--- config.mk ---
export PLATFORM = sky130hd
export DESIGN_NAME = lsps_merge
export DESIGN_NICKNAME = d
export VERILOG_FILES = /design/src/hdl/line_sensor_pd_steering_top_defines.svh /design/src/hdl/lsps_pkg.sv /design/src/hdl/lsps_merge.sv
export SDC_FILE = /design/constraint.sdc
export NUM_CORES = 1
export LEC_CHECK = 0
export ABC_AREA = 0
export BUFFER_PORTS_ARGS = -buffer_cell sky130_fd_sc_hd__buf_2
export CORE_AREA = 4 4 183 185
export DETAILED_ROUTE_END_ITERATION = 12
export DIE_AREA = 0 0 187 189
export PLACE_DENSITY = 0.9
export SETUP_SLACK_MARGIN = 0.2
export SYNTH_ARGS = -nofsm -noshare
export SYNTH_HDL_FRONTEND = slang
export SYNTH_SLANG_ARGS = --single-unit
--- constraint.sdc ---
create_clock -name clk -period 20.7 [get_ports clk]
set_clock_uncertainty 0.05 [all_clocks]
set_input_delay 1.035 -clock clk [delete_from_list [all_inputs] [get_ports clk]]
set_output_delay 1.035 -clock clk [all_outputs]
set_load 0.005 [all_outputs]
--- src/hdl/line_sensor_pd_steering_top_defines.svh ---
// ----------------------------------------------------------------------------
// Assertion macros for the line sensor steering block
// Shared property shapes; clocked, disabled while reset is low.
// ----------------------------------------------------------------------------
`ifndef LINE_SENSOR_PD_STEERING_TOP_DEFINES_SVH
`define LINE_SENSOR_PD_STEERING_TOP_DEFINES_SVH

// cond must hold at every edge out of reset
`define LSPS_ASSERT_ALWAYS(lbl, clk_s, rstn_s, cond) \
	lbl: assert property (@(posedge clk_s) disable iff (!rstn_s) (cond)) \
		else $error("assertion failed");

// ante at one edge forces cons at the next edge
`define LSPS_ASSERT_NEXT(lbl, clk_s, rstn_s, ante, cons) \
	lbl: assert property (@(posedge clk_s) disable iff (!rstn_s) (ante) |=> (cons)) \
		else $error("assertion failed");

`endif

--- src/hdl/lsps_pkg.sv ---
// ----------------------------------------------------------------------------
// lsps_pkg
// Constants, types and helpers shared by the steering block.
// ----------------------------------------------------------------------------
`default_nettype none
package lsps_pkg;

	localparam int SENSOR_COUNT     = 8;
	localparam int SENSOR_PITCH     = 1000;
	localparam int STEP_INTERVAL_MS = 10;
	localparam int SIDE_BAND        = 250;
	localparam int MS_PER_S         = 1000;
	localparam int CENTER           = (SENSOR_COUNT - 1) / 2;

	localparam int SENS_W  = 12;
	localparam int POS_W   = 15;
	localparam int WPROD_W = SENS_W + 1 + POS_W;
	localparam int WSUM_W  = WPROD_W + 3;
	localparam int SSUM_W  = SENS_W + 3;
	localparam int ERR_W   = 16;
	localparam int DER_W   = 24;
	localparam int DIV_W   = 32;
	localparam int CNT_W   = 6;

	localparam logic [2:0] REG_BLACK_THR = 3'd0;
	localparam logic [2:0] REG_MAX_TURN  = 3'd1;
	localparam logic [2:0] REG_SEARCH    = 3'd2;
	localparam logic [2:0] REG_HARD_ERR  = 3'd3;
	localparam logic [2:0] REG_HARD_SPD  = 3'd4;
	localparam logic [2:0] REG_HARD_FWD  = 3'd5;
	localparam logic [2:0] REG_GAIN_P    = 3'd6;
	localparam logic [2:0] REG_GAIN_D    = 3'd7;

	localparam logic [1:0] MODE_STOP   = 2'd0;
	localparam logic [1:0] MODE_SEARCH = 2'd1;
	localparam logic [1:0] MODE_HARD   = 2'd2;
	localparam logic [1:0] MODE_TRACK  = 2'd3;

	typedef struct packed {
		logic [SENS_W-1:0]         raw;
		logic [SENS_W-1:0]         sig;
		logic signed [WPROD_W-1:0] wprod;
	} lane_t;

	typedef struct packed {
		logic             start;
		logic             neg;
		logic [DIV_W-1:0] num;
		logic [DIV_W-1:0] den;
	} div_req_t;

	typedef struct packed {
		logic                    done;
		logic signed [DIV_W-1:0] quo;
	} div_rsp_t;

	function automatic logic signed [POS_W-1:0] lane_pos(input int idx);
		int p;
		begin
			p = (idx - CENTER) * SENSOR_PITCH;
			lane_pos = POS_W'(p);
		end
	endfunction

endpackage
`default_nettype wire

--- src/hdl/lsps_merge.sv ---
// ----------------------------------------------------------------------------
// lsps_merge
// Combine the lanes: weighted sum, signal sum, max-min contrast, registered.
// ----------------------------------------------------------------------------
`default_nettype none
module lsps_merge import lsps_pkg::*; (
	input  wire logic                       clk,
	input  wire logic                       load,
	input  wire lane_t                      lanes [SENSOR_COUNT],
	output logic signed [WSUM_W-1:0]        wsum_q,
	output logic [SSUM_W-1:0]               ssum_q,
	output logic [SENS_W-1:0]               contrast_q
);
	logic signed [WSUM_W-1:0] wsum;
	logic [SSUM_W-1:0]        ssum;
	logic [SENS_W-1:0]        vmin;
	logic [SENS_W-1:0]        vmax;

	always_comb begin
		wsum = '0;
		ssum = '0;
		vmin = '1;
		vmax = '0;
		for (int i = 0; i < SENSOR_COUNT; i++) begin
			wsum = wsum + WSUM_W'(lanes[i].wprod);
			ssum = ssum + SSUM_W'(lanes[i].sig);
			if (lanes[i].raw < vmin) vmin = lanes[i].raw;
			if (lanes[i].raw > vmax) vmax = lanes[i].raw;
		end
	end

	// hold the sums until the next sample is loaded
	always_ff @(posedge clk) begin
		if (load) begin
			wsum_q     <= wsum;
			ssum_q     <= ssum;
			contrast_q <= (vmax >= vmin) ? (vmax - vmin) : '0;
		end
	end
endmodule
`default_nettype wire

==> impl_results.md <==
* Post-route cell area at 19,400 sq um
* # fillers at 2,644
* # H-tree levels at 3
* Final antenna-violating net count at 0
* Crit end category: flop
* Busiest grt layer: met2
* Pre-CTS setup slack at 1.39 ns
* Iteration-0 DRC Markers at 925
* CTS tree: done
* Seq/Total Area, Yosys at 10.7%
* YS warnings at 0
* WL/cell at 19.3 microns
* Area of the mapped netlist at 16,200 sq um
* Cell mode on critical path: a21o_1
* Ys flop type: edfxtp_1
* First-pass GRT wire length at 79,800 microns
* Largest family of logic cells by synthesized area: adder cells
* Post-Place Cell Area at 19,100 sq um
* Fin Hold WS at 1.07 ns
* Vias in the first global route at 15,900
* Clock tree root driver cell: clkbuf_16
* Worst slew margin at 21.1%
* Top delay family on crit path: compound AO/OA/AOI/OAI gates
* Gpl congestion at 0.994
* Hold Buf Count CTS at 0
* Buf/Inv on CP at 7
* Post-synth EDFFs at 58
* Max VDD drop at 0.141 mV
* CP Max Fanout at 31
* Reg clk slew, reported paths at 0.06 ns
* Max Cap Violations at 0
* Maximum clock frequency at 51.5 MHz
* Vias at 14,800
* CP Launch Type: primary input
* Synth Area in Adders at 46.3%
* Total track usage at 28.1%
* Core ar. at 32,000 sq um
* Final WL at 51,100 microns
* Slowest cell on crit path: a21boi_0
* Most frequent cell after synthesis: inv_1
* Largest net degree at the start of global routing at 59
* Num CTS Buffers at 9
* Final Setup Violations at 0
* Setup ws final at 1.28 ns
* Initial antenna violation count at 4
* Vias per cell at 5.58
* Status: complete, no violations
* Placement row count at 66
* Buffers on Ports at 475
* Met2 usage at 53.2%
* Setup CP Type: primary input to flop
* Post-Syn Instances at 1,778
* Met3 usage in global routing at 4.81%
* Number of setup buffers added after CTS at 0
* Die Ht at 189 microns
* CTS Buffer Depth at 2
* Leakage power at 10.4 nW
* RSZ-0062 raised after global routing: no
* Gr ovfl total at 0
* Synth Net Count at 2,650
* Fin nets at 3,108
* Synth cell types at 71
* CP Data Required Time at 20.74 ns
* Synth area leader: fa_1
* Share of the synthesized area in the top cell type at 29.9%
* Area of the multi-input gates at 12,800 sq um
* Clock sinks at 58
* Die Footprint at 35,300 sq um
* Post-route minimum period at 19.42 ns
* PwrDens at 164 nW/um^2
* Synth top area cells: fa_1, ha_1, edfxtp_1, inv_1, a21oi_1
* Critical Path AT at 19.46 ns
* Layout cell share with drive strength beyond 1 at 24.4%
* Drt drc at 0
* Syn_area_per_cell at 9.14 sq um
* Count of pins over their slew limit at 0
* Initial Util at 50.7%
* Setup TNS Final at 0 ns
* Top cells by count, synth: inv_1, fa_1, ha_1
* Post-synthesis mux area share at 5.21%
* CTS resizes at 0
* Part of the cycle the worst path needs at 93.8%
* Worst Hold Class: primary input to flop
* Met1 Track Usage GR at 32.1%
* Actual slew at the worst max-slew pin at 1.17 ns
* Total I/O pin count at 476
* Simple-gate portion of the synthesized area at 9.30%
* Slowest stage delay, CP at 0.94 ns
* Post-synthesis xor/xnor area fraction at 2.64%
* DPL Wire Length at 45,200 microns
* DR pass1 iterations at 6
* Register Area at 1740 sq um
* Synthesized flop and latch total at 58
* Ys async rst share at 0%
* Post-synthesis compound-gate area fraction at 15.2%
* Hold violation count in the final report at 0
* Die width at 187 microns
* Area grow syn2layout at 19.3%
worst min-delay path: cells and delay by family:
kind	cells	cell delay, ns
fa+ha+maj	2	0.23
buf+inv	1	0.09
path summary, 6_finish.rpt:
check	from	endpoint	slack (ns)	cells after the start
worst min-delay path	lanes[392]	ssum_q[0]	1.07	3
worst max-delay path	lanes[353]	contrast_q[10]	1.28	86
placed cells by master (no fill, tap or decap), drive strengths merged, types with 4 or more instances in the layout:
| cell | synthesis | final |
|---|---|---|
| nor2 | 105 | 105 |
| o21bai | 7 | 7 |
| nand3 | 26 | 26 |
| a31oi | 8 | 8 |
| mux2i | 47 | 47 |
| nand2b | 11 | 11 |
| nand4 | 36 | 36 |
| o21a | 23 | 23 |
| o2111ai | 5 | 5 |
| nor3 | 7 | 7 |
| a21boi | 9 | 9 |
| ha | 211 | 211 |
| a21o | 51 | 51 |
| fa | 243 | 243 |
| and4 | 6 | 6 |
| mux2 | 33 | 33 |
| a221o | 11 | 11 |
| buf | 11 | 487 |
| inv | 416 | 416 |
| o211ai | 6 | 6 |
| clkinv | 1 | 5 |
| xor2 | 9 | 9 |
| nand2 | 67 | 67 |
| xnor2 | 40 | 40 |
| edfxtp | 58 | 58 |
| a32oi | 11 | 11 |
| a21oi | 104 | 104 |
| and3 | 17 | 17 |
| nor2b | 19 | 19 |
| clkbuf | 29 | 10 |
| and2 | 8 | 8 |
| o21ai | 79 | 79 |
| or2 | 4 | 4 |
| o211a | 12 | 12 |
| a211oi | 10 | 10 |
report_power, final:
| part | internal [W] | switching [W] |
|---|---|---|
| clock network | 0.000105 | 0.0000613 |
| registers | 0.000311 | 0.0000203 |
| logic | 0.00116 | 0.00153 |
cell families after synthesis:
| group | after synthesis |
|---|---|
| multiplexers | 80 |
| buffers and inverters | 457 |
| XOR/XNOR | 49 |
| AND/OR/NAND/NOR | 311 |
| flip-flops | 58 |
| adder cells (fa/ha/maj) | 455 |
| AO/OA/AOI/OAI | 368 |
state kept, by name, summed over array words and instances (netlist names):
name / count
wsum_q: 31
contrast_q: 12
ssum_q: 15
layer usage:
layer | vias to the layer above | wire, microns
li1 | 6859 | -
met1 | 7079 | 18900
met2 | 719 | 26900
met3 | 130 | 3420
met4 | 6 | 1830
met5 | - | 37
through the flow:
| stage | total power (W) | util, % | std cells |
|---|---|---|---|
| 2_1_floorplan | 0.00226 | - | 1778 |
| 3_3_place_gp | 0.00283 | 59.5 | 2633 |
| 3_5_place_dp | 0.00297 | 59.5 | 2633 |
| 4_1_cts | 0.00316 | 60.4 | 2649 |
| 5_1_grt | 0.00350 | 60.5 | 2650 |
| 6_report | 0.00318 | 60.5 | 2652 |
cell type report:
type,count,share of cell area [%]
inverter,417,8.08
clock inverter,6,0.420
clock buffer,10,1.18
multi-input combinational,1263,65.9
timing repair buffer,487,12.7
sequential,58,8.99
tap,408,2.63
antenna,3,0.0387
Note: power is estimated with default switching activity, not from simulation.
