--- config.mk ---
export PLATFORM = sky130hd
export DESIGN_NAME = lsps_lane
export DESIGN_NICKNAME = d
export VERILOG_FILES = /design/src/hdl/line_sensor_pd_steering_top_defines.svh /design/src/hdl/lsps_pkg.sv /design/src/hdl/lsps_lane.sv
export SDC_FILE = /design/constraint.sdc
export NUM_CORES = 1
export LEC_CHECK = 0
export BUFFER_PORTS_ARGS = -buffer_cell sky130_fd_sc_hd__buf_4
export CORE_ASPECT_RATIO = 0.5
export CORE_MARGIN = 2
export CORE_UTILIZATION = 45
export DETAILED_ROUTE_END_ITERATION = 16
export MAX_ROUTING_LAYER = met4
export PLACE_DENSITY = 0.61
export SLEW_MARGIN = 40
export SYNTH_ARGS = -nofsm -noshare
export SYNTH_HDL_FRONTEND = slang
export SYNTH_SLANG_ARGS = --single-unit
--- constraint.sdc ---
create_clock -name vclk -period 17.4
set_clock_uncertainty 0.15 [all_clocks]
set_input_delay 0.87 -clock vclk [all_inputs]
set_output_delay 0.87 -clock vclk [all_outputs]
set_load 0.005 [all_outputs]
--- src/hdl/line_sensor_pd_steering_top_defines.svh ---
// ----------------------------------------------------------------------------
// Assertion macros for the line sensor steering block
// Shared property shapes; clocked, disabled while reset is low.
// ----------------------------------------------------------------------------
`ifndef LINE_SENSOR_PD_STEERING_TOP_DEFINES_SVH
`define LINE_SENSOR_PD_STEERING_TOP_DEFINES_SVH

// cond must hold at every edge out of reset
`define LSPS_ASSERT_ALWAYS(lbl, clk_s, rstn_s, cond) \
	lbl: assert property (@(posedge clk_s) disable iff (!rstn_s) (cond)) \
		else $error("assertion failed");

// ante at one edge forces cons at the next edge
`define LSPS_ASSERT_NEXT(lbl, clk_s, rstn_s, ante, cons) \
	lbl: assert property (@(posedge clk_s) disable iff (!rstn_s) (ante) |=> (cons)) \
		else $error("assertion failed");

`endif

--- src/hdl/lsps_pkg.sv ---
// ----------------------------------------------------------------------------
// lsps_pkg
// Constants, types and helpers shared by the steering block.
// ----------------------------------------------------------------------------
`default_nettype none
package lsps_pkg;

	localparam int SENSOR_COUNT     = 8;
	localparam int SENSOR_PITCH     = 1000;
	localparam int STEP_INTERVAL_MS = 10;
	localparam int SIDE_BAND        = 250;
	localparam int MS_PER_S         = 1000;
	localparam int CENTER           = (SENSOR_COUNT - 1) / 2;

	localparam int SENS_W  = 12;
	localparam int POS_W   = 15;
	localparam int WPROD_W = SENS_W + 1 + POS_W;
	localparam int WSUM_W  = WPROD_W + 3;
	localparam int SSUM_W  = SENS_W + 3;
	localparam int ERR_W   = 16;
	localparam int DER_W   = 24;
	localparam int DIV_W   = 32;
	localparam int CNT_W   = 6;

	localparam logic [2:0] REG_BLACK_THR = 3'd0;
	localparam logic [2:0] REG_MAX_TURN  = 3'd1;
	localparam logic [2:0] REG_SEARCH    = 3'd2;
	localparam logic [2:0] REG_HARD_ERR  = 3'd3;
	localparam logic [2:0] REG_HARD_SPD  = 3'd4;
	localparam logic [2:0] REG_HARD_FWD  = 3'd5;
	localparam logic [2:0] REG_GAIN_P    = 3'd6;
	localparam logic [2:0] REG_GAIN_D    = 3'd7;

	localparam logic [1:0] MODE_STOP   = 2'd0;
	localparam logic [1:0] MODE_SEARCH = 2'd1;
	localparam logic [1:0] MODE_HARD   = 2'd2;
	localparam logic [1:0] MODE_TRACK  = 2'd3;

	typedef struct packed {
		logic [SENS_W-1:0]         raw;
		logic [SENS_W-1:0]         sig;
		logic signed [WPROD_W-1:0] wprod;
	} lane_t;

	typedef struct packed {
		logic             start;
		logic             neg;
		logic [DIV_W-1:0] num;
		logic [DIV_W-1:0] den;
	} div_req_t;

	typedef struct packed {
		logic                    done;
		logic signed [DIV_W-1:0] quo;
	} div_rsp_t;

	function automatic logic signed [POS_W-1:0] lane_pos(input int idx);
		int p;
		begin
			p = (idx - CENTER) * SENSOR_PITCH;
			lane_pos = POS_W'(p);
		end
	endfunction

endpackage
`default_nettype wire

--- src/hdl/lsps_lane.sv ---
// ----------------------------------------------------------------------------
// lsps_lane
// One sensor lane: threshold the reading and weight it by lane position.
// ----------------------------------------------------------------------------
`default_nettype none
module lsps_lane import lsps_pkg::*; (
	input  wire logic [SENS_W-1:0]        raw,
	input  wire logic [SENS_W-1:0]        thr,
	input  wire logic signed [POS_W-1:0]  pos,
	output lane_t                         res
);
	logic [SENS_W-1:0] sig;

	assign sig       = (raw > thr) ? (raw - thr) : '0;
	assign res.raw   = raw;
	assign res.sig   = sig;
	assign res.wprod = $signed({1'b0, sig}) * pos;
endmodule
`default_nettype wire

==> results.toml, run 1 <==
[outcome]
outcome = "complete, no violations"

[timing]
finalSetupTns_ns = 0
max_freq_mhz = 102
hold_viol_final = 0
finalCriticalPeriod_ns = 9.83
post-route-period-util_pct = 56.5
rsz0062_at_grt = "false"
tightest_slew_ns = 0.758
slew_violations = 0
fin_ws_ns = 7.57
setup_viol = 0
max_slew_margin_pct = 49.5

[critical_path]
worstPathArrival_ns = 8.81
cp-end-kind = "primary output"
critPathKind = "input port to primary output"
worstPathMaxFanout = 24
start_kind = "input port"
required_ns = 16.38

[floorplanning]
rows = 34
core_um2 = 17200
die_x_um = 190
ioPinCount = 91
dieArea_um2 = 18500
initial_core_util_pct = 45.5
dieHeight_um = 97.2

[routing]
routed_via_density = 5.15
wl_met3_mm = 1.02
drt_iter0_markers = 361
top_layer = "met4"
first_pass_iters = 5
post-route-drc-count = 0
wl_mm = 19.0
wl_per_cell_um = 15.3
dr_wl_met2_mm = 8.91
num_vias = 6400
drt-met1-wl_mm = 8.86
antenna_left = 0

[finish]
drive_above_1_share_pct = 11.0
ff_latch_area_um2 = 0
final_nets = 1296
n_antenna_cell = 0
mostFrequentLayoutCell = "inv_1"
area_delta_synth_final_pct = 10.8
nFlopsAndLatches = 0
final_cell_mix = "inv_1, fa_1, buf_4"
nClkBuffers = 0

[global_route]
grt_max_degree = 48
grt_overflow = 0
grt_antenna_before_repair = 0
grt_pass1_vias = 6952
grt_pass1_wl_mm = 33.9
grt.total_usage_pct = 23.1

[placed_design]
place.gp.congestion = 0.914
dpl.hpwl_mm = 16.7
post-place-ws_ns = 7.37
port_buffers = 91

[synth]
synth_nets = 1238
ys_warn_count = 0
ys_seq_area_share_pct = 0
syn_inst = 953
avgSynthCellArea_um2 = 8.20
syn_area_um2 = 7820
synth_cell_types = 51

[worst_hold_path]
holdPathStages = 2
worst_hold_path_type = "input port to primary output"
hp-start = "raw[9]"
hold_path_end = "res[49]"

[clock_tree]
cts_hold_buf = 0
cts_resized = 0
post_cts_buffers = 0

[pwr]
total_power_mw = 1.63
ir_worst_vdd_mv = 0.312
p_leak_nw = 4.62
power_density_nw_per_um2 = 189

[job]
max_cap_violations = 0
through the flow:
| step | instances | utilization [%] | hold WS (ns) | cell area, um^2 |
|---|---|---|---|---|
| after floorplan | 953 | - | 1.67 | 7820 |
| after global placement | 1242 | 50.1 | 1.77 | 8610 |
| after detailed placement | 1242 | 50.3 | 1.77 | 8640 |
| after CTS | 1242 | 50.3 | 1.77 | 8640 |
| after global routing | 1243 | 50.4 | 1.77 | 8660 |
| final | 1243 | 50.4 | 1.77 | 8660 |
cells by family after synthesis:
group / synth area share, %
AO/OA/AOI/OAI: 9.17
adder cells (fa/ha/maj): 55.6
buffers and inverters: 13.8
AND/OR/NAND/NOR: 18.4
XOR/XNOR: 3.02
synthesized netlist by cell type, types with 7 or more instances:
cell / number / area share (%)
buf_4: 13 / 1.2
fa_1: 169 / 43
o21ai_0: 15 / 0.96
nand3_1: 39 / 2.5
ha_1: 77 / 12
a21o_1: 9 / 0.86
buf_2: 9 / 0.58
nor2b_1: 16 / 1.3
o21a_1: 13 / 1.2
xnor2_1: 23 / 2.6
a21oi_1: 45 / 2.9
nand4_1: 7 / 0.56
clkbuf_1: 12 / 0.58
nor2_1: 69 / 3.3
and2_1: 31 / 2.5
inv_1: 231 / 11
nor3_1: 22 / 1.4
nand2_1: 86 / 4.1
critical path, cell delays in order:
cell	delay, ns
buf_4	0.11
ha_1	0.39
a21oi_1	0.22
o21ai_1	0.15
a21oi_1	0.25
o21a_1	0.29
and3_2	0.59
nor4_4	0.13
buf_4	0.22
and2_1	0.18
fa_1	0.49
inv_1	0.05
fa_1	0.47
inv_1	0.05
fa_1	0.51
inv_1	0.06
fa_1	0.49
fa_1	0.48
inv_1	0.04
ha_1	0.32
a21oi_1	0.19
o21ai_0	0.23
o21ai_0	0.67
a21oi_1	0.19
o21ai_0	0.25
or4b_2	0.60
o311ai_0	0.13
buf_4	0.18
cell type report:
| cell class | count | area, um^2 |
|---|---|---|
| Fill cell | 1725 | 8520 |
| Timing Repair Buffer | 95 | 713 |
| Multi-Input combinational cell | 683 | 6790 |
| Inverter | 231 | 867 |
| Tap cell | 234 | 293 |
power breakdown:
group / internal (mW) / switching, mW
clock network: 0 / 0
logic: 0.784 / 0.850
registers: 0 / 0
how the worst max path moves through the flow:
stage            from       to  slack (ns)  cells past startpoint
2_1_floorplan  raw[0]  res[27]        9.04                     28
3_3_place_gp   raw[0]  res[27]        7.51                     28
3_5_place_dp   raw[8]  res[21]        7.37                     27
4_1_cts        raw[8]  res[21]        7.35                     27
5_1_grt        raw[8]  res[21]        6.94                     28
6_report       raw[8]  res[21]        7.57                     28
metal layers:
| metal | global-route usage, % | up-vias |
|---|---|---|
| li1 | - | 3055 |
| met1 | 32.4 | 3185 |
| met2 | 38.0 | 148 |
| met3 | 1.99 | 12 |
| met4 | 1.97 | 0 |
| met5 | - | - |
(Power assumes the default switching activity.)
==> run 2: changes to the inputs <==
--- a/config.mk
+++ b/config.mk
@@ -11,7 +11,7 @@
 export CORE_UTILIZATION = 45
 export DETAILED_ROUTE_END_ITERATION = 16
 export MAX_ROUTING_LAYER = met4
-export PLACE_DENSITY = 0.61
+export PLACE_DENSITY = 0.64
 export SLEW_MARGIN = 40
 export SYNTH_ARGS = -nofsm -noshare
 export SYNTH_HDL_FRONTEND = slang
==> constraint.sdc (replaced) <==
create_clock -name vclk -period 8.86
set_clock_uncertainty 0.15 [all_clocks]
set_input_delay 0.443 -clock vclk [all_inputs]
set_output_delay 0.443 -clock vclk [all_outputs]
set_load 0.005 [all_outputs]
==> results.toml, run 2 (synthesis results as in run 1) <==
[routing]
antenna_left = 0
post-route-drc-count = 0
first_pass_iters = 5
wl_mm = 19.7
drt_iter0_markers = 355
routed_via_density = 5.15
num_vias = 6515
wl_per_cell_um = 15.6

[pwr]
power_density_nw_per_um2 = 370
p_sw_mw = 1.68
swShare_pct = 51.6
pwr-share-comb_pct = 100.0
p_int_mw = 1.58
ir_worst_vdd_mv = 0.493
seq_power_share_pct = 0
p_leak_nw = 4.70
clkPwrFrac_pct = 0

[critical_path]
slowest_delay_ns = 0.61
path_delay_family = "adder cells"
cp-end-kind = "primary output"
worstPathMaxFanout = 11
worstPathArrival_ns = 7.82
cpMaxStageDelayCell = "or4b_2"
critPathKind = "input port to primary output"
crit_top_cell = "fa_1"
critPathBufInv = 7
required_ns = 8.27
start_kind = "input port"

[finish]
n_antenna_cell = 0
area_delta_synth_final_pct = 12.5
final_cell_mix = "inv_1, fa_1, buf_4"
nFlopsAndLatches = 0
ff_latch_area_um2 = 0
mostFrequentLayoutCell = "inv_1"
final_nets = 1317
nClkBuffers = 0
drive_above_1_share_pct = 12.3
final_util_pct = 51.2

[timing]
tightest_slew_ns = 0.664
hold_viol_final = 0
finalCriticalPeriod_ns = 8.41
fin_ws_ns = 0.451
setup_viol = 0
slew_violations = 0
rsz0062_at_grt = "false"
max_slew_margin_pct = 55.3
max_freq_mhz = 119
post-route-period-util_pct = 94.9
finalSetupTns_ns = 0

[placed_design]
place.gp.congestion = 0.920
port_buffers = 91
dpl.hpwl_mm = 17.2
post-place-ws_ns = 0.272

[job]
max_cap_violations = 0

[floorplanning]
initial_core_util_pct = 45.5
die_x_um = 190
dieHeight_um = 97.2
core_um2 = 17200
dieArea_um2 = 18500
rows = 34
ioPinCount = 91

[global_route]
grt_pass1_wl_mm = 34.4
grt_pass1_vias = 6962
grt.total_usage_pct = 23.6
grt_antenna_before_repair = 0
grt_overflow = 0
grt_max_degree = 40

[worst_hold_path]
worst_hold_path_type = "input port to primary output"

[outcome]
outcome = "complete, no violations"
-- run 2: final cells by class --
| cell class | instances | area, um^2 |
|---|---|---|
| Fill cell | 1668 | 8390 |
| Multi-Input combinational cell | 683 | 6750 |
| Inverter | 231 | 871 |
| Tap cell | 234 | 293 |
| Timing Repair Buffer | 116 | 883 |
-- run 2: timing repair --
action	4_1_cts	5_1_grt
endpoints found under the hold margin	0	0
hold buffers	0	0
endpoints found under the setup margin	0	5
buffers inserted	0	2
resized for setup	0	5
-- run 2: path summary, 6_finish.rpt --
path,startpoint,endpoint,slack (ns),cells after the start
worst min-delay path,raw[0],res[40],0.91,2
worst max-delay path,raw[8],res[21],0.45,28
-- run 2: per-layer routing --
layer | global-route usage (%) | routed length [um] | vias to the layer above
met5 | - | 0 | -
met4 | 1.13 | 145 | 0
met3 | 1.05 | 1060 | 16
met2 | 39.5 | 9190 | 158
met1 | 33.8 | 9300 | 3242
li1 | - | - | 3099
-- run 2: per-stage QoR --
step                instances  instance area (um^2)  hold slack, ns  power, mW
floorplan                 953                  7820           0.817       2.14
global placement         1262                  8760           0.913       3.23
detailed placement       1262                  8760           0.914       3.28
CTS                      1262                  8760           0.914       3.31
global route             1264                  8790           0.921       3.74
finish                   1264                  8790           0.913       3.26
-- run 2: power by group through the flow --
stage | clock [mW] | combinational [mW] | sequential, mW
2_1_floorplan | 0 | 2.14 | 0
4_1_cts | 0 | 3.31 | 0
3_3_place_gp | 0 | 3.23 | 0
5_1_grt | 0 | 3.74 | 0
6_report | 0 | 3.26 | 0
3_5_place_dp | 0 | 3.28 | 0
==> run 3: changes to the inputs <==
--- a/config.mk
+++ b/config.mk
@@ -5,13 +5,14 @@
 export SDC_FILE = /design/constraint.sdc
 export NUM_CORES = 1
 export LEC_CHECK = 0
+export ABC_AREA = 1
 export BUFFER_PORTS_ARGS = -buffer_cell sky130_fd_sc_hd__buf_4
 export CORE_ASPECT_RATIO = 0.5
 export CORE_MARGIN = 2
 export CORE_UTILIZATION = 45
 export DETAILED_ROUTE_END_ITERATION = 16
 export MAX_ROUTING_LAYER = met4
-export PLACE_DENSITY = 0.64
+export PLACE_DENSITY = 0.63
 export SLEW_MARGIN = 40
 export SYNTH_ARGS = -nofsm -noshare
 export SYNTH_HDL_FRONTEND = slang
==> constraint.sdc (replaced) <==
create_clock -name vclk -period 8.86
set_clock_uncertainty 0.15 [all_clocks]
set_input_delay 2.215 -clock vclk [all_inputs]
set_output_delay 2.215 -clock vclk [all_outputs]
set_load 0.005 [all_outputs]
==> results.toml, run 3 <==
[floorplanning]
rows = 35
ioPinCount = 91
dieHeight_um = 101
die_x_um = 197
initial_core_util_pct = 45.8
dieArea_um2 = 19800
core_um2 = 18300

[routing]
wl_mm = 23.7
drt_iter0_markers = 328
first_pass_iters = 5
post-route-drc-count = 0
wl_per_cell_um = 14.1
num_vias = 7987
antenna_left = 0
routed_via_density = 4.75

[finish]
nClkBuffers = 0
final_nets = 1727
final_cell_mix = "inv_1, buf_4, nand2_1"
drive_above_1_share_pct = 39.9
nFlopsAndLatches = 0
mostFrequentLayoutCell = "inv_1"
num-fill-cells = 1607
area_delta_synth_final_pct = 47.2
n_antenna_cell = 0
multiInputGateArea_um2 = 8200
ff_latch_area_um2 = 0
final_cells = 1680

[synth]
ys_warn_count = 0
yosysMostFrequentCell = "inv_1"
synthTopCellsByCount = "inv_1, nand2_1, fa_1, nor2_1, ha_1"
synth_cell_types = 30
synth.area.top_cells = "fa_1, inv_1, nand2_1, ha_1, nor2_1"
avgSynthCellArea_um2 = 7.12
ys_seq_area_share_pct = 0
yosysTopAreaCellShare_pct = 40.3
synth_top_area_cell = "fa_1"
synth_nets = 1465
syn_inst = 1180
syn_area_um2 = 8400

[outcome]
violations = "setup timing"
outcome = "complete, but fails checks"

[placed_design]
place_inst = 1647
dpl.hpwl_mm = 20.9
port_buffers = 91
place.gp.congestion = 0.909

[timing]
post-route-period-util_pct = 115
setup_viol = 23
max_freq_mhz = 98.4
tightest_slew_ns = 0.341
max_slew_margin_pct = 77.1
rsz0062_at_grt = "true"
finalCriticalPeriod_ns = 10.16
hold_viol_final = 0
slew_violations = 0
fin_ws_ns = -1.30

[critical_path]
cpMaxStageDelayCell = "fa_2"
cp-end-kind = "primary output"
start_kind = "input port"
worstPathArrival_ns = 7.79
worstPathMaxFanout = 4
slowest_delay_ns = 0.58
critPathKind = "input port to primary output"
required_ns = 6.50

[worst_hold_path]
hold_path_end = "res[48]"
holdPathStages = 2
hp-start = "raw[8]"
worst_hold_path_type = "input port to primary output"

[global_route]
grt_overflow = 0
grt.total_usage_pct = 25.8
grt_antenna_before_repair = 0
grt_pass1_wl_mm = 39.6
grt_pass1_vias = 8360
grt_max_degree = 30

[job]
max_cap_violations = 0
## run 3: per-stage QoR
step | utilization (%) | worst slack (ns) | cell area, um^2 | setup TNS, ns | hold WS (ns)
2_1_floorplan | - | -0.842 | 8950 | -11.80 | 4.36
3_3_place_gp | 60.5 | -1.46 | 11100 | -25.59 | 4.46
3_5_place_dp | 60.5 | -1.48 | 11100 | -26.64 | 4.46
4_1_cts | 64.4 | -1.21 | 11800 | -23.99 | 4.46
5_1_grt | 67.4 | -1.57 | 12400 | -30.05 | 4.46
6_report | 67.4 | -1.30 | 12400 | -23.96 | 4.46
## run 3: cell type report
| type | instances | share of cell area, % |
|---|---|---|
| Multi-Input combinational cell | 804 | 66.4 |
| Tap cell | 240 | 2.43 |
| Inverter | 346 | 10.9 |
| Timing Repair Buffer | 290 | 20.3 |
## run 3: worst max path at each step
stage | start | endpoint | slack, ns | cells past startpoint
after floorplan | raw[0] | res[26] | -0.84 | 30
after global placement | raw[0] | res[27] | -1.46 | 30
after detailed placement | raw[0] | res[27] | -1.48 | 30
after CTS | raw[0] | res[27] | -1.21 | 34
after global routing | raw[0] | res[27] | -1.57 | 33
final | raw[0] | res[27] | -1.30 | 32
## run 3: repair_timing
item                                    4_1_cts  5_1_grt
hold buffers                                  0        0
setup buffers                                23       12
endpoints found under the setup margin       23       23
pin swaps                                    94       64
resized for setup                           146      119
## run 3: worst max-delay path: cells and delay by family
family,cells,cell delay [ns]
buf+inv,9,0.86
simple gates,15,1.36
fa+ha+maj,8,3.36
## run 3: cells by family after synthesis
logic type               Yosys count  share of synthesized area [%]
buffers and inverters            376                           17.9
XOR/XNOR                          16                           1.67
adder cells (fa/ha/maj)          246                           51.8
AO/OA/AOI/OAI                     28                           1.89
AND/OR/NAND/NOR                  514                           26.7
## run 3: metal layers
metal  track usage [%]  up-vias  wire length [um]
li1                  -     3928                 -
met1              35.1     3865             11200
met2              44.2      180             11200
met3              1.97       14              1150
met4              2.26        0               212
met5                 -        -                 0
Power of run 3 is left out: the tool's default activity adds up to more than one toggle a clock period on the data nets, which glitch-free logic cannot reach.
