--- src/hdl/line_sensor_pd_steering_top_defines.svh ---
// ----------------------------------------------------------------------------
// Assertion macros for the line sensor steering block
// Shared property shapes; clocked, disabled while reset is low.
// ----------------------------------------------------------------------------
`ifndef LINE_SENSOR_PD_STEERING_TOP_DEFINES_SVH
`define LINE_SENSOR_PD_STEERING_TOP_DEFINES_SVH

// cond must hold at every edge out of reset
`define LSPS_ASSERT_ALWAYS(lbl, clk_s, rstn_s, cond) \
	lbl: assert property (@(posedge clk_s) disable iff (!rstn_s) (cond)) \
		else $error("assertion failed");

// ante at one edge forces cons at the next edge
`define LSPS_ASSERT_NEXT(lbl, clk_s, rstn_s, ante, cons) \
	lbl: assert property (@(posedge clk_s) disable iff (!rstn_s) (ante) |=> (cons)) \
		else $error("assertion failed");

`endif

--- src/hdl/lsps_pkg.sv ---
// ----------------------------------------------------------------------------
// lsps_pkg
// Constants, types and helpers shared by the steering block.
// ----------------------------------------------------------------------------
`default_nettype none
package lsps_pkg;

	localparam int SENSOR_COUNT     = 8;
	localparam int SENSOR_PITCH     = 1000;
	localparam int STEP_INTERVAL_MS = 10;
	localparam int SIDE_BAND        = 250;
	localparam int MS_PER_S         = 1000;
	localparam int CENTER           = (SENSOR_COUNT - 1) / 2;

	localparam int SENS_W  = 12;
	localparam int POS_W   = 15;
	localparam int WPROD_W = SENS_W + 1 + POS_W;
	localparam int WSUM_W  = WPROD_W + 3;
	localparam int SSUM_W  = SENS_W + 3;
	localparam int ERR_W   = 16;
	localparam int DER_W   = 24;
	localparam int DIV_W   = 32;
	localparam int CNT_W   = 6;

	localparam logic [2:0] REG_BLACK_THR = 3'd0;
	localparam logic [2:0] REG_MAX_TURN  = 3'd1;
	localparam logic [2:0] REG_SEARCH    = 3'd2;
	localparam logic [2:0] REG_HARD_ERR  = 3'd3;
	localparam logic [2:0] REG_HARD_SPD  = 3'd4;
	localparam logic [2:0] REG_HARD_FWD  = 3'd5;
	localparam logic [2:0] REG_GAIN_P    = 3'd6;
	localparam logic [2:0] REG_GAIN_D    = 3'd7;

	localparam logic [1:0] MODE_STOP   = 2'd0;
	localparam logic [1:0] MODE_SEARCH = 2'd1;
	localparam logic [1:0] MODE_HARD   = 2'd2;
	localparam logic [1:0] MODE_TRACK  = 2'd3;

	typedef struct packed {
		logic [SENS_W-1:0]         raw;
		logic [SENS_W-1:0]         sig;
		logic signed [WPROD_W-1:0] wprod;
	} lane_t;

	typedef struct packed {
		logic             start;
		logic             neg;
		logic [DIV_W-1:0] num;
		logic [DIV_W-1:0] den;
	} div_req_t;

	typedef struct packed {
		logic                    done;
		logic signed [DIV_W-1:0] quo;
	} div_rsp_t;

	function automatic logic signed [POS_W-1:0] lane_pos(input int idx);
		int p;
		begin
			p = (idx - CENTER) * SENSOR_PITCH;
			lane_pos = POS_W'(p);
		end
	endfunction

endpackage
`default_nettype wire

--- src/hdl/lsps_div.sv ---
// ----------------------------------------------------------------------------
// lsps_div
// Shared radix-2 restoring divider, one quotient bit per cycle.
// ----------------------------------------------------------------------------
`default_nettype none
`include "line_sensor_pd_steering_top_defines.svh"
module lsps_div import lsps_pkg::*; (
	input  wire logic     clk,
	input  wire logic     arst_n,
	input  wire div_req_t req,
	output div_rsp_t      rsp
);
	logic [DIV_W-1:0] rem_q;
	logic [DIV_W-1:0] quo_q;
	logic [DIV_W-1:0] den_q;
	logic [CNT_W-1:0] cnt_q;
	logic             busy_q;
	logic             done_q;
	logic             neg_q;
	logic [DIV_W:0]   shifted;
	logic [DIV_W:0]   trial;

	assign shifted = {rem_q, quo_q[DIV_W-1]};
	assign trial   = shifted - {1'b0, den_q};

	always_ff @(posedge clk or negedge arst_n) begin
		if (!arst_n) begin
			busy_q <= 1'b0;
			done_q <= 1'b0;
			cnt_q  <= '0;
		end else begin
			done_q <= 1'b0;
			if (req.start) begin
				busy_q <= 1'b1;
				cnt_q  <= CNT_W'(DIV_W);
			end else if (busy_q) begin
				cnt_q <= cnt_q - 1'b1;
				if (cnt_q == CNT_W'(1)) begin
					busy_q <= 1'b0;
					done_q <= 1'b1;
				end
			end
		end
	end

	always_ff @(posedge clk) begin
		if (req.start) begin
			rem_q <= '0;
			quo_q <= req.num;
			den_q <= req.den;
			neg_q <= req.neg;
		end else if (busy_q) begin
			if (!trial[DIV_W]) begin
				rem_q <= trial[DIV_W-1:0];
				quo_q <= {quo_q[DIV_W-2:0], 1'b1};
			end else begin
				rem_q <= shifted[DIV_W-1:0];
				quo_q <= {quo_q[DIV_W-2:0], 1'b0};
			end
		end
	end

	// truncate toward zero: negate the magnitude quotient
	assign rsp.done = done_q;
	assign rsp.quo  = neg_q ? -$signed(quo_q) : $signed(quo_q);

	`LSPS_ASSERT_ALWAYS(a_no_restart, clk, arst_n, !(req.start && busy_q))
endmodule
`default_nettype wire

--- config.mk ---
export PLATFORM = sky130hd
export DESIGN_NAME = lsps_div
export DESIGN_NICKNAME = d
export VERILOG_FILES = /design/src/hdl/lsps_pkg.sv /design/src/hdl/lsps_div.sv
export VERILOG_INCLUDE_DIRS = /design/src /design/src/hdl
export SDC_FILE = /design/constraint.sdc
export NUM_CORES = 1
export LEC_CHECK = 0
export BUFFER_PORTS_ARGS = -buffer_cell sky130_fd_sc_hd__buf_2
export CAP_MARGIN = 5
export CORE_MARGIN = 5
export CORE_UTILIZATION = 55
export DETAILED_ROUTE_END_ITERATION = 7
export PLACE_DENSITY = 0.78
export REMOVE_ABC_BUFFERS = 1
export SLEW_MARGIN = 20
export SYNTH_ARGS = -nofsm -noshare
export SYNTH_HDL_FRONTEND = slang
export SYNTH_SLANG_ARGS = --single-unit
--- constraint.sdc ---
create_clock -name clk -period 10.4 [get_ports clk]
set_input_delay 1.04 -clock clk [delete_from_list [all_inputs] [get_ports clk]]
set_output_delay 1.04 -clock clk [all_outputs]
set_load 0.005 [all_outputs]
==> impl_metrics.prom, run 1 <==
# TYPE chip_impl_metric gauge
chip_impl_metric{name="grt_pass1_vias",unit=""} 5316
chip_impl_metric{name="dpl-instance-area",unit="um^2"} 7177
chip_impl_metric{name="power.static_leakage",unit="nW"} 3.195
chip_impl_metric{name="post_cts_hold_buffer_count",unit=""} 0
chip_impl_info{name="synth.most_common_cell",value="edfxtp_1"} 1
chip_impl_info{name="run_status",value="finished, final reports clean"} 1
chip_impl_metric{name="drt.antenna.violating_nets",unit=""} 0
chip_impl_metric{name="dieHeight",unit="um"} 119.6
chip_impl_metric{name="routed_wirelength",unit="mm"} 14.64
chip_impl_metric{name="post_route_clock_period_utilization",unit="%"} 46.86
chip_impl_info{name="setup.worst_path.start_class",value="register"} 1
chip_impl_metric{name="timing_worst_slew_pin_value",unit="ps"} 950.9
chip_impl_info{name="tritoncts",value="done"} 1
chip_impl_metric{name="detail_route.drc_violations",unit=""} 0
chip_impl_metric{name="relSlewSlack",unit="%"} 36.60
chip_impl_info{name="setup_repair_after_global_routing_missed_its_margin",value="false"} 1
chip_impl_metric{name="die_x",unit="um"} 119.6
chip_impl_metric{name="grt_antenna_before_repair",unit=""} 0
chip_impl_metric{name="number_of_h_tree_levels",unit=""} 3
chip_impl_metric{name="route.detailed.wl_per_inst",unit="um"} 16.06
chip_impl_metric{name="dr_total_vias",unit=""} 5336
chip_impl_metric{name="finalHoldViolCount",unit=""} 0
chip_impl_metric{name="async_flop_share",unit="%"} 7.619
chip_impl_metric{name="final_cells",unit=""} 911
chip_impl_metric{name="synth_warn",unit=""} 0
chip_impl_info{name="endpoint_kind_of_the_worst_setup_timing_path",value="output pin"} 1
chip_impl_metric{name="finalSetupViolations",unit=""} 0
chip_impl_metric{name="drt_iter0_markers",unit=""} 379
chip_impl_metric{name="finalInstanceArea",unit="um^2"} 7466
chip_impl_metric{name="buffer_ports.inserted",unit=""} 100
chip_impl_metric{name="viasPerCell",unit=""} 5.857
chip_impl_metric{name="cap_viol_max_count",unit=""} 0
chip_impl_metric{name="netlist_cell_types",unit=""} 64
chip_impl_metric{name="fmax",unit="GHz"} 0.2052
chip_impl_metric{name="cellPowerDensity",unit="nW/um^2"} 246.8
chip_impl_metric{name="synth_cell_area",unit="um^2"} 6606
chip_impl_metric{name="floorplan.io_pins",unit=""} 101
chip_impl_metric{name="hpwlAfterDp",unit="mm"} 10.81
chip_impl_metric{name="seq_area_frac_synth",unit="%"} 42.27
chip_impl_metric{name="setup_total_negative_slack",unit="ps"} 0
chip_impl_metric{name="numPlacedInstances",unit=""} 895
chip_impl_metric{name="fp.coreArea",unit="um^2"} 11910
chip_impl_metric{name="clock_pin_slew_of_the_registers_on_the_worst_case_setup_and_hold_paths",unit="ps"} 70
chip_impl_metric{name="final-max-slew-violation-count",unit=""} 0
chip_impl_metric{name="post-cts-setup-buffers",unit=""} 0
chip_impl_metric{name="synthesis.area_per_instance",unit="um^2"} 9.730
chip_impl_info{name="synth_top_cells_by_count",value="edfxtp_1 (65), nor2_1 (61), a21oi_1 (50)"} 1
chip_impl_metric{name="post-synth-top-area-fraction",unit="%"} 29.55
chip_impl_metric{name="insertedDiodeCount",unit=""} 0
chip_impl_metric{name="gp_congestion",unit=""} 0.9499
chip_impl_info{name="crit_type",value="register to output pin"} 1
chip_impl_metric{name="final_period_minus_worst_setup_slack",unit="ps"} 4873
chip_impl_metric{name="finalClockSkew",unit="ps"} 9.186
chip_impl_metric{name="latest_clock_arrival_within_the_worst_skew_pair",unit="ps"} 350
chip_impl_metric{name="total_congestion_overflow_after_global_routing",unit=""} 0
chip_impl_metric{name="final.fill_count",unit=""} 1000
chip_impl_metric{name="layout-drive-gt1-share",unit="%"} 21.20
chip_impl_metric{name="ys_ff_latch",unit=""} 105
chip_impl_metric{name="overall_track_demand_over_capacity_in_global_routing",unit="%"} 21.08
chip_impl_metric{name="layout-area-overhead-vs-synth",unit="%"} 13.01
chip_impl_metric{name="cts_buffer_depth",unit=""} 2
chip_impl_info{name="synth-main-ff-cell",value="edfxtp_1"} 1
chip_impl_metric{name="netlist_instances",unit=""} 679
chip_impl_info{name="synthTopCellsByArea",value="edfxtp_1 (30%), dfxtp_1 (9.7%), ha_1 (6.6%)"} 1
chip_impl_metric{name="crit_path_max_fanout",unit=""} 4
chip_impl_info{name="synth_top_cell_by_area",value="edfxtp_1"} 1
chip_impl_info{name="clk_root_buffer_cell",value="clkbuf_16"} 1
chip_impl_metric{name="initial_core_util",unit="%"} 55.46
chip_impl_metric{name="clkSinkCount",unit=""} 105
chip_impl_metric{name="cts_inserted_buffers",unit=""} 9
chip_impl_metric{name="count_of_flip_flops_with_a_built_in_enable_after_synthesis",unit=""} 65
chip_impl_metric{name="post_cts_resized",unit=""} 0
chip_impl_metric{name="fin_total_pwr",unit="mW"} 1.842
chip_impl_metric{name="maximum_vdd_ir_drop",unit="mV"} 0.1495
chip_impl_metric{name="floorplan.die_area",unit="um^2"} 14300
chip_impl_metric{name="final_net_count",unit=""} 863
chip_impl_info{name="hold_path.class",value="register to register"} 1
chip_impl_metric{name="critical_path_required",unit="ps"} 9360
chip_impl_metric{name="wire_length_of_the_first_global_routing_pass",unit="mm"} 24.78
chip_impl_metric{name="fp-row-count",unit=""} 40
chip_impl_metric{name="cp.arrival",unit="ps"} 3830
chip_impl_metric{name="detail_route.first_pass.iterations",unit=""} 4
chip_impl_metric{name="grt_start_max_net_pins",unit=""} 74
-- power breakdown --
| part | total, mW | switching, mW | internal [mW] | leakage, nW |
|---|---|---|---|---|
| combinational | 0.869 | 0.483 | 0.385 | 2.03 |
| sequential | 0.638 | 0.0910 | 0.547 | 1.02 |
| clock | 0.336 | 0.150 | 0.186 | 0.142 |
-- cells in the final DEF, fill, tap and decap left out, drive strengths merged, types with 5 or more instances in the layout --
cell type,netlist,routed
a211oi,23,23
o21ai,33,33
buf,7,103
dfxtp,32,32
nor2,61,61
mux2i,6,6
o31ai,10,10
nand2b,8,8
nor3,19,19
ha,35,35
edfxtp,65,65
nor2b,7,7
xor2,13,13
inv,41,41
xnor2,48,48
or4,11,11
a21o,12,12
and3,5,5
nand2,41,41
dfrtp,8,8
or2,7,7
nand4,5,5
nand3,11,11
mux2,30,30
o41ai,7,7
a21oi,50,50
clkinv,0,5
clkbuf,27,10
-- cells by family after synthesis --
kind of cell             Yosys count  share of synthesized area [%]
AND/OR/NAND/NOR                  190                          14.41
adder cells (fa/ha/maj)           36                          6.932
flip-flops                       105                          42.27
AO/OA/AOI/OAI                    176                          17.84
multiplexers                      36                          6.023
XOR/XNOR                          61                          8.087
buffers and inverters             75                          4.432
-- state kept, by name (all words and copies together), names as in the netlist --
register and flops:
neg_q 1, rem_q 32, cnt_q 6, quo_q 32, den_q 32, done_q 1, busy_q 1
-- final timing paths --
path | start | to | slack [ps] | cells past startpoint
worst max register to register | quo_q[31] | rem_q[8] | 6140 | 12
worst min register to register | rem_q[2] | rem_q[2] | 500 | 2
min in group asynchronous | arst_n | cnt_q[1] | 530 | 1
worst max-delay path | quo_q[0] | rsp[29] | 5530 | 9
worst min-delay path | rem_q[2] | rem_q[2] | 500 | 2
max in group asynchronous | arst_n | cnt_q[0] | 9700 | 1
-- stage by stage --
step | hold slack, ps | setup slack [ps] | util (%)
final | 495.2 | 5527 | 62.68
after global routing | 526.2 | 5262 | 62.68
after CTS | 494.2 | 5506 | 62.68
after detailed placement | 483.3 | 5907 | 60.25
after global placement | 483.5 | 6032 | 60.25
after floorplan | 453.0 | 6268 | -
-- final cells by class --
class / instances / area, um^2 / area share (%)
tap: 147 / 183.9 / 2.464
multi-input combinational: 499 / 3521 / 47.16
inverter: 41 / 153.9 / 2.061
sequential: 105 / 2793 / 37.41
clock inverter: 6 / 60.06 / 0.8044
clock buffer: 10 / 229.0 / 3.067
timing repair buffer: 103 / 525.5 / 7.039
-- critical path, cell delays in order (launching register included) --
cell and delay, ps:
edfxtp_1 400, or2_0 240, or4_1 490, or3_1 370, or2_2 320, or4_1 430
or4_1 500, o41ai_1 380, xnor2_1 190, buf_2 150
-- routing by layer --
layer  part of all wire, %  up-vias  global-route usage (%)  wire length [um]
li1                      -     2642                       -                 -
met1                    44     2524                   26.95              6460
met2                    48      150                   35.06              7050
met3                   6.3       20                   6.550               918
met4                   1.4        0                   5.082               205
met5                     0        -                       0                 0
Note: power is estimated with default switching activity, not from simulation.
==> run 2: changes to the inputs <==
--- a/config.mk
+++ b/config.mk
@@ -9,9 +9,9 @@
 export BUFFER_PORTS_ARGS = -buffer_cell sky130_fd_sc_hd__buf_2
 export CAP_MARGIN = 5
 export CORE_MARGIN = 5
-export CORE_UTILIZATION = 55
+export CORE_UTILIZATION = 52
 export DETAILED_ROUTE_END_ITERATION = 7
-export PLACE_DENSITY = 0.78
+export PLACE_DENSITY = 0.77
 export REMOVE_ABC_BUFFERS = 1
 export SLEW_MARGIN = 20
 export SYNTH_ARGS = -nofsm -noshare
==> constraint.sdc (replaced) <==
create_clock -name clk -period 4 [get_ports clk]
set_input_delay 0.4 -clock clk [delete_from_list [all_inputs] [get_ports clk]]
set_output_delay 0.4 -clock clk [all_outputs]
set_load 0.005 [all_outputs]
==> run 2 against run 1 <==
Against the previous run: the run now ends with setup timing left; via count rose by 0.66%; die area rose by 5.3%; hold slack got worse by 280 ps; register-to-register slack got worse by 5700 ps; first-iteration DRC count fell by 18%; clock skew rose by 2.9 ps; cell count rose by 4.2%; sequential share of layout area fell by 0.91 points; critical path type unchanged; highest routed layer is now met5.
==> impl_metrics.prom, run 2 (synthesized netlist as in run 1, its figures left out) <==
# TYPE chip_impl_metric gauge
chip_impl_metric{name="floorplan.die_area",unit="um^2"} 15060
chip_impl_info{name="run_status",value="finished, violations left"} 1
chip_impl_metric{name="drt.antenna.violating_nets",unit=""} 0
chip_impl_info{name="setup_repair_after_global_routing_missed_its_margin",value="true"} 1
chip_impl_info{name="biggestRegsByFlops",value="den_q: 32 flops, quo_q: 32 flops, rem_q: 32 flops"} 1
chip_impl_metric{name="timing_worst_slew_pin_value",unit="ps"} 987.0
chip_impl_info{name="tritoncts",value="done"} 1
chip_impl_metric{name="final_net_count",unit=""} 876
chip_impl_metric{name="sw_frac_of_total",unit="%"} 39.65
chip_impl_info{name="critical_path.reg2reg.endpoint",value="rem_q[5]"} 1
chip_impl_info{name="setup.worst_path.start_class",value="register"} 1
chip_impl_metric{name="rr_worst_depth",unit=""} 14
chip_impl_metric{name="total_congestion_overflow_after_global_routing",unit=""} 0
chip_impl_metric{name="timing.hold.worst_path_depth",unit=""} 1
chip_impl_metric{name="floorplan.io_pins",unit=""} 101
chip_impl_metric{name="fp.coreArea",unit="um^2"} 12520
chip_impl_metric{name="wire_length_of_the_first_global_routing_pass",unit="mm"} 24.38
chip_impl_info{name="clk_root_buffer_cell",value="clkbuf_16"} 1
chip_impl_info{name="final_cell_mix",value="buf_2 (99), edfxtp_1 (65), nor2_1 (61)"} 1
chip_impl_metric{name="p_switching",unit="mW"} 1.925
chip_impl_info{name="slowest_stage",value="or4_4"} 1
chip_impl_metric{name="insertedDiodeCount",unit=""} 0
chip_impl_metric{name="ff_latch_area",unit="um^2"} 2793
chip_impl_metric{name="drt-met1-wl",unit="mm"} 6.484
chip_impl_info{name="timing.hold.worst.start",value="req[64]"} 1
chip_impl_metric{name="finalWorstSetupSlack",unit="ps"} -39.61
chip_impl_metric{name="initial_core_util",unit="%"} 52.78
chip_impl_info{name="endpoint_kind_of_the_worst_setup_timing_path",value="output pin"} 1
chip_impl_metric{name="hpwlAfterDp",unit="mm"} 10.65
chip_impl_info{name="worstReg2RegStart",value="quo_q[31]"} 1
chip_impl_info{name="final_common_cell",value="buf_2"} 1
chip_impl_metric{name="critical_path_required",unit="ps"} 3600
chip_impl_metric{name="fin_total_pwr",unit="mW"} 4.855
chip_impl_metric{name="comb_power_share",unit="%"} 48.0
chip_impl_metric{name="dieHeight",unit="um"} 122.7
chip_impl_metric{name="cellPowerDensity",unit="nW/um^2"} 634.4
chip_impl_info{name="cpLargestDelayFamily",value="simple AND/OR/NAND/NOR gates"} 1
chip_impl_metric{name="number_of_h_tree_levels",unit=""} 3
chip_impl_metric{name="viasPerCell",unit=""} 5.660
chip_impl_metric{name="internal_power_component",unit="mW"} 2.930
chip_impl_info{name="critical_path.cell_chain",value="or4_4 > or3_4 > or2_4 > or4_4 > or4_4 > or2_4 > o41ai_4 > xnor2_1 > buf_2"} 1
chip_impl_info{name="violated_checks",value="setup timing"} 1
chip_impl_metric{name="cts_inserted_buffers",unit=""} 9
chip_impl_metric{name="maximum_vdd_ir_drop",unit="mV"} 0.3000
chip_impl_metric{name="power_frac_clock",unit="%"} 18.1
chip_impl_metric{name="finalSetupViolations",unit=""} 1
chip_impl_metric{name="cts_buffer_depth",unit=""} 2
chip_impl_metric{name="latest_clock_arrival_within_the_worst_skew_pair",unit="ps"} 360
chip_impl_metric{name="drt_iter0_markers",unit=""} 312
chip_impl_metric{name="detail_route.first_pass.iterations",unit=""} 8
chip_impl_metric{name="post_route_clock_period_utilization",unit="%"} 101.0
chip_impl_metric{name="layout-area-overhead-vs-synth",unit="%"} 15.83
chip_impl_info{name="hold_path.class",value="input pin to register"} 1
chip_impl_metric{name="buffer_ports.inserted",unit=""} 100
chip_impl_metric{name="cp.arrival",unit="ps"} 3640
chip_impl_metric{name="timing.reg2reg.setup_slack",unit="ps"} 480
chip_impl_metric{name="grt_start_max_net_pins",unit=""} 59
chip_impl_metric{name="layout-drive-gt1-share",unit="%"} 23.29
chip_impl_metric{name="finalHoldViolCount",unit=""} 0
chip_impl_metric{name="layout.core_utilization",unit="%"} 61.14
chip_impl_metric{name="grt_pass1_vias",unit=""} 5231
chip_impl_info{name="hold_end",value="neg_q"} 1
chip_impl_metric{name="dpl-instance-area",unit="um^2"} 7258
chip_impl_info{name="top_layer_used",value="met5"} 1
chip_impl_metric{name="crit_path_max_fanout",unit=""} 4
chip_impl_metric{name="timing.critical_path.slowest_cell_delay",unit="ps"} 560
chip_impl_metric{name="route.detailed.wl_per_inst",unit="um"} 15.21
chip_impl_metric{name="detail_route.drc_violations",unit=""} 0
chip_impl_metric{name="finalInstanceArea",unit="um^2"} 7652
chip_impl_metric{name="detailroute.wirelength.met2",unit="mm"} 6.843
chip_impl_metric{name="multi_input_combinational_cell_area",unit="um^2"} 3543
chip_impl_metric{name="final.fill_count",unit=""} 1079
chip_impl_metric{name="final_cells",unit=""} 949
chip_impl_info{name="crit_type",value="register to output pin"} 1
chip_impl_metric{name="fmax",unit="GHz"} 0.2475
chip_impl_metric{name="met3RoutedLength",unit="um"} 933
chip_impl_metric{name="cap_viol_max_count",unit=""} 0
chip_impl_metric{name="relSlewSlack",unit="%"} 34.20
chip_impl_metric{name="routed_wirelength",unit="mm"} 14.44
chip_impl_metric{name="finalClockSkew",unit="ps"} 12.06
chip_impl_metric{name="grt_antenna_before_repair",unit=""} 1
chip_impl_metric{name="numPlacedInstances",unit=""} 925
chip_impl_metric{name="overall_track_demand_over_capacity_in_global_routing",unit="%"} 20.20
chip_impl_metric{name="holdWs",unit="ps"} 212.6
chip_impl_metric{name="gp_congestion",unit=""} 0.9131
chip_impl_metric{name="clkSinkCount",unit=""} 105
chip_impl_metric{name="fp-row-count",unit=""} 41
chip_impl_metric{name="final_period_minus_worst_setup_slack",unit="ps"} 4040
chip_impl_metric{name="sequentialPowerShare",unit="%"} 33.8
chip_impl_metric{name="die_x",unit="um"} 122.7
chip_impl_metric{name="power.static_leakage",unit="nW"} 3.275
chip_impl_metric{name="final-max-slew-violation-count",unit=""} 0
chip_impl_info{name="cp_common_cell",value="or4_4"} 1
chip_impl_metric{name="clock_pin_slew_of_the_registers_on_the_worst_case_setup_and_hold_paths",unit="ps"} 80
chip_impl_metric{name="dr_total_vias",unit=""} 5371
chip_impl_metric{name="worst-path-buf-inv",unit=""} 1
==> run 2: cell types whose count changed in the layout (fill, tap and decap cells not counted), moves of 2 or more <==
cell,change
clkinv_1,-2
or4_4,+3
buf_4,+11
inv_6,+3
or4_1,-3
clkinv_8,+3
==> run 2: power by group through the flow <==
stage	Sequential, mW	Combinational (mW)	Clock (mW)
final	1.64	2.33	0.879
after global routing	1.68	2.61	0.956
after CTS	1.64	2.32	0.906
after detailed placement	1.66	2.29	0
after global placement	1.65	2.23	0
after floorplan	1.62	1.72	0
==> run 2: what timing repair did <==
item / CTS / global route
setup buffers: 3 / 4
gates resized for setup: 4 / 4
endpoints found under the hold margin: 8 / 0
hold buffers: 1 / 0
pin swaps: 2 / 1
endpoints found under the setup margin: 6 / 7
==> run 2: per-layer routing <==
layer / global-route usage (%) / vias up
li1: - / 2669
met1: 25.89 / 2564
met3: 6.590 / 16
met2: 33.17 / 120
met5: 0 / -
met4: 4.829 / 2
==> run 2: stage by stage <==
| step | setup slack (ps) | setup TNS [ps] |
|---|---|---|
| 5_1_grt | -154.7 | -438.9 |
| 3_3_place_gp | 268.6 | 0 |
| 4_1_cts | -53.92 | -195.8 |
| 3_5_place_dp | 217.9 | 0 |
| 2_1_floorplan | 256.6 | 0 |
| 6_report | -39.61 | -39.61 |
==> run 2: worst max path at each step <==
stage                         start  cells after the start        to
after detailed placement   quo_q[0]                     10   rsp[31]
after floorplan           quo_q[31]                     11  rem_q[8]
after CTS                  quo_q[8]                      9   rsp[30]
final                      quo_q[6]                      9   rsp[30]
after global routing       quo_q[6]                      9   rsp[30]
after global placement     quo_q[0]                     10   rsp[31]
==> run 2: layout make-up <==
cell class,instances,share of cell area [%]
clock inverter,7,1.095
clock buffer,9,2.943
timing repair buffer,116,8.339
tap,172,2.812
multi-input combinational,499,46.30
sequential,105,36.49
inverter,41,2.011
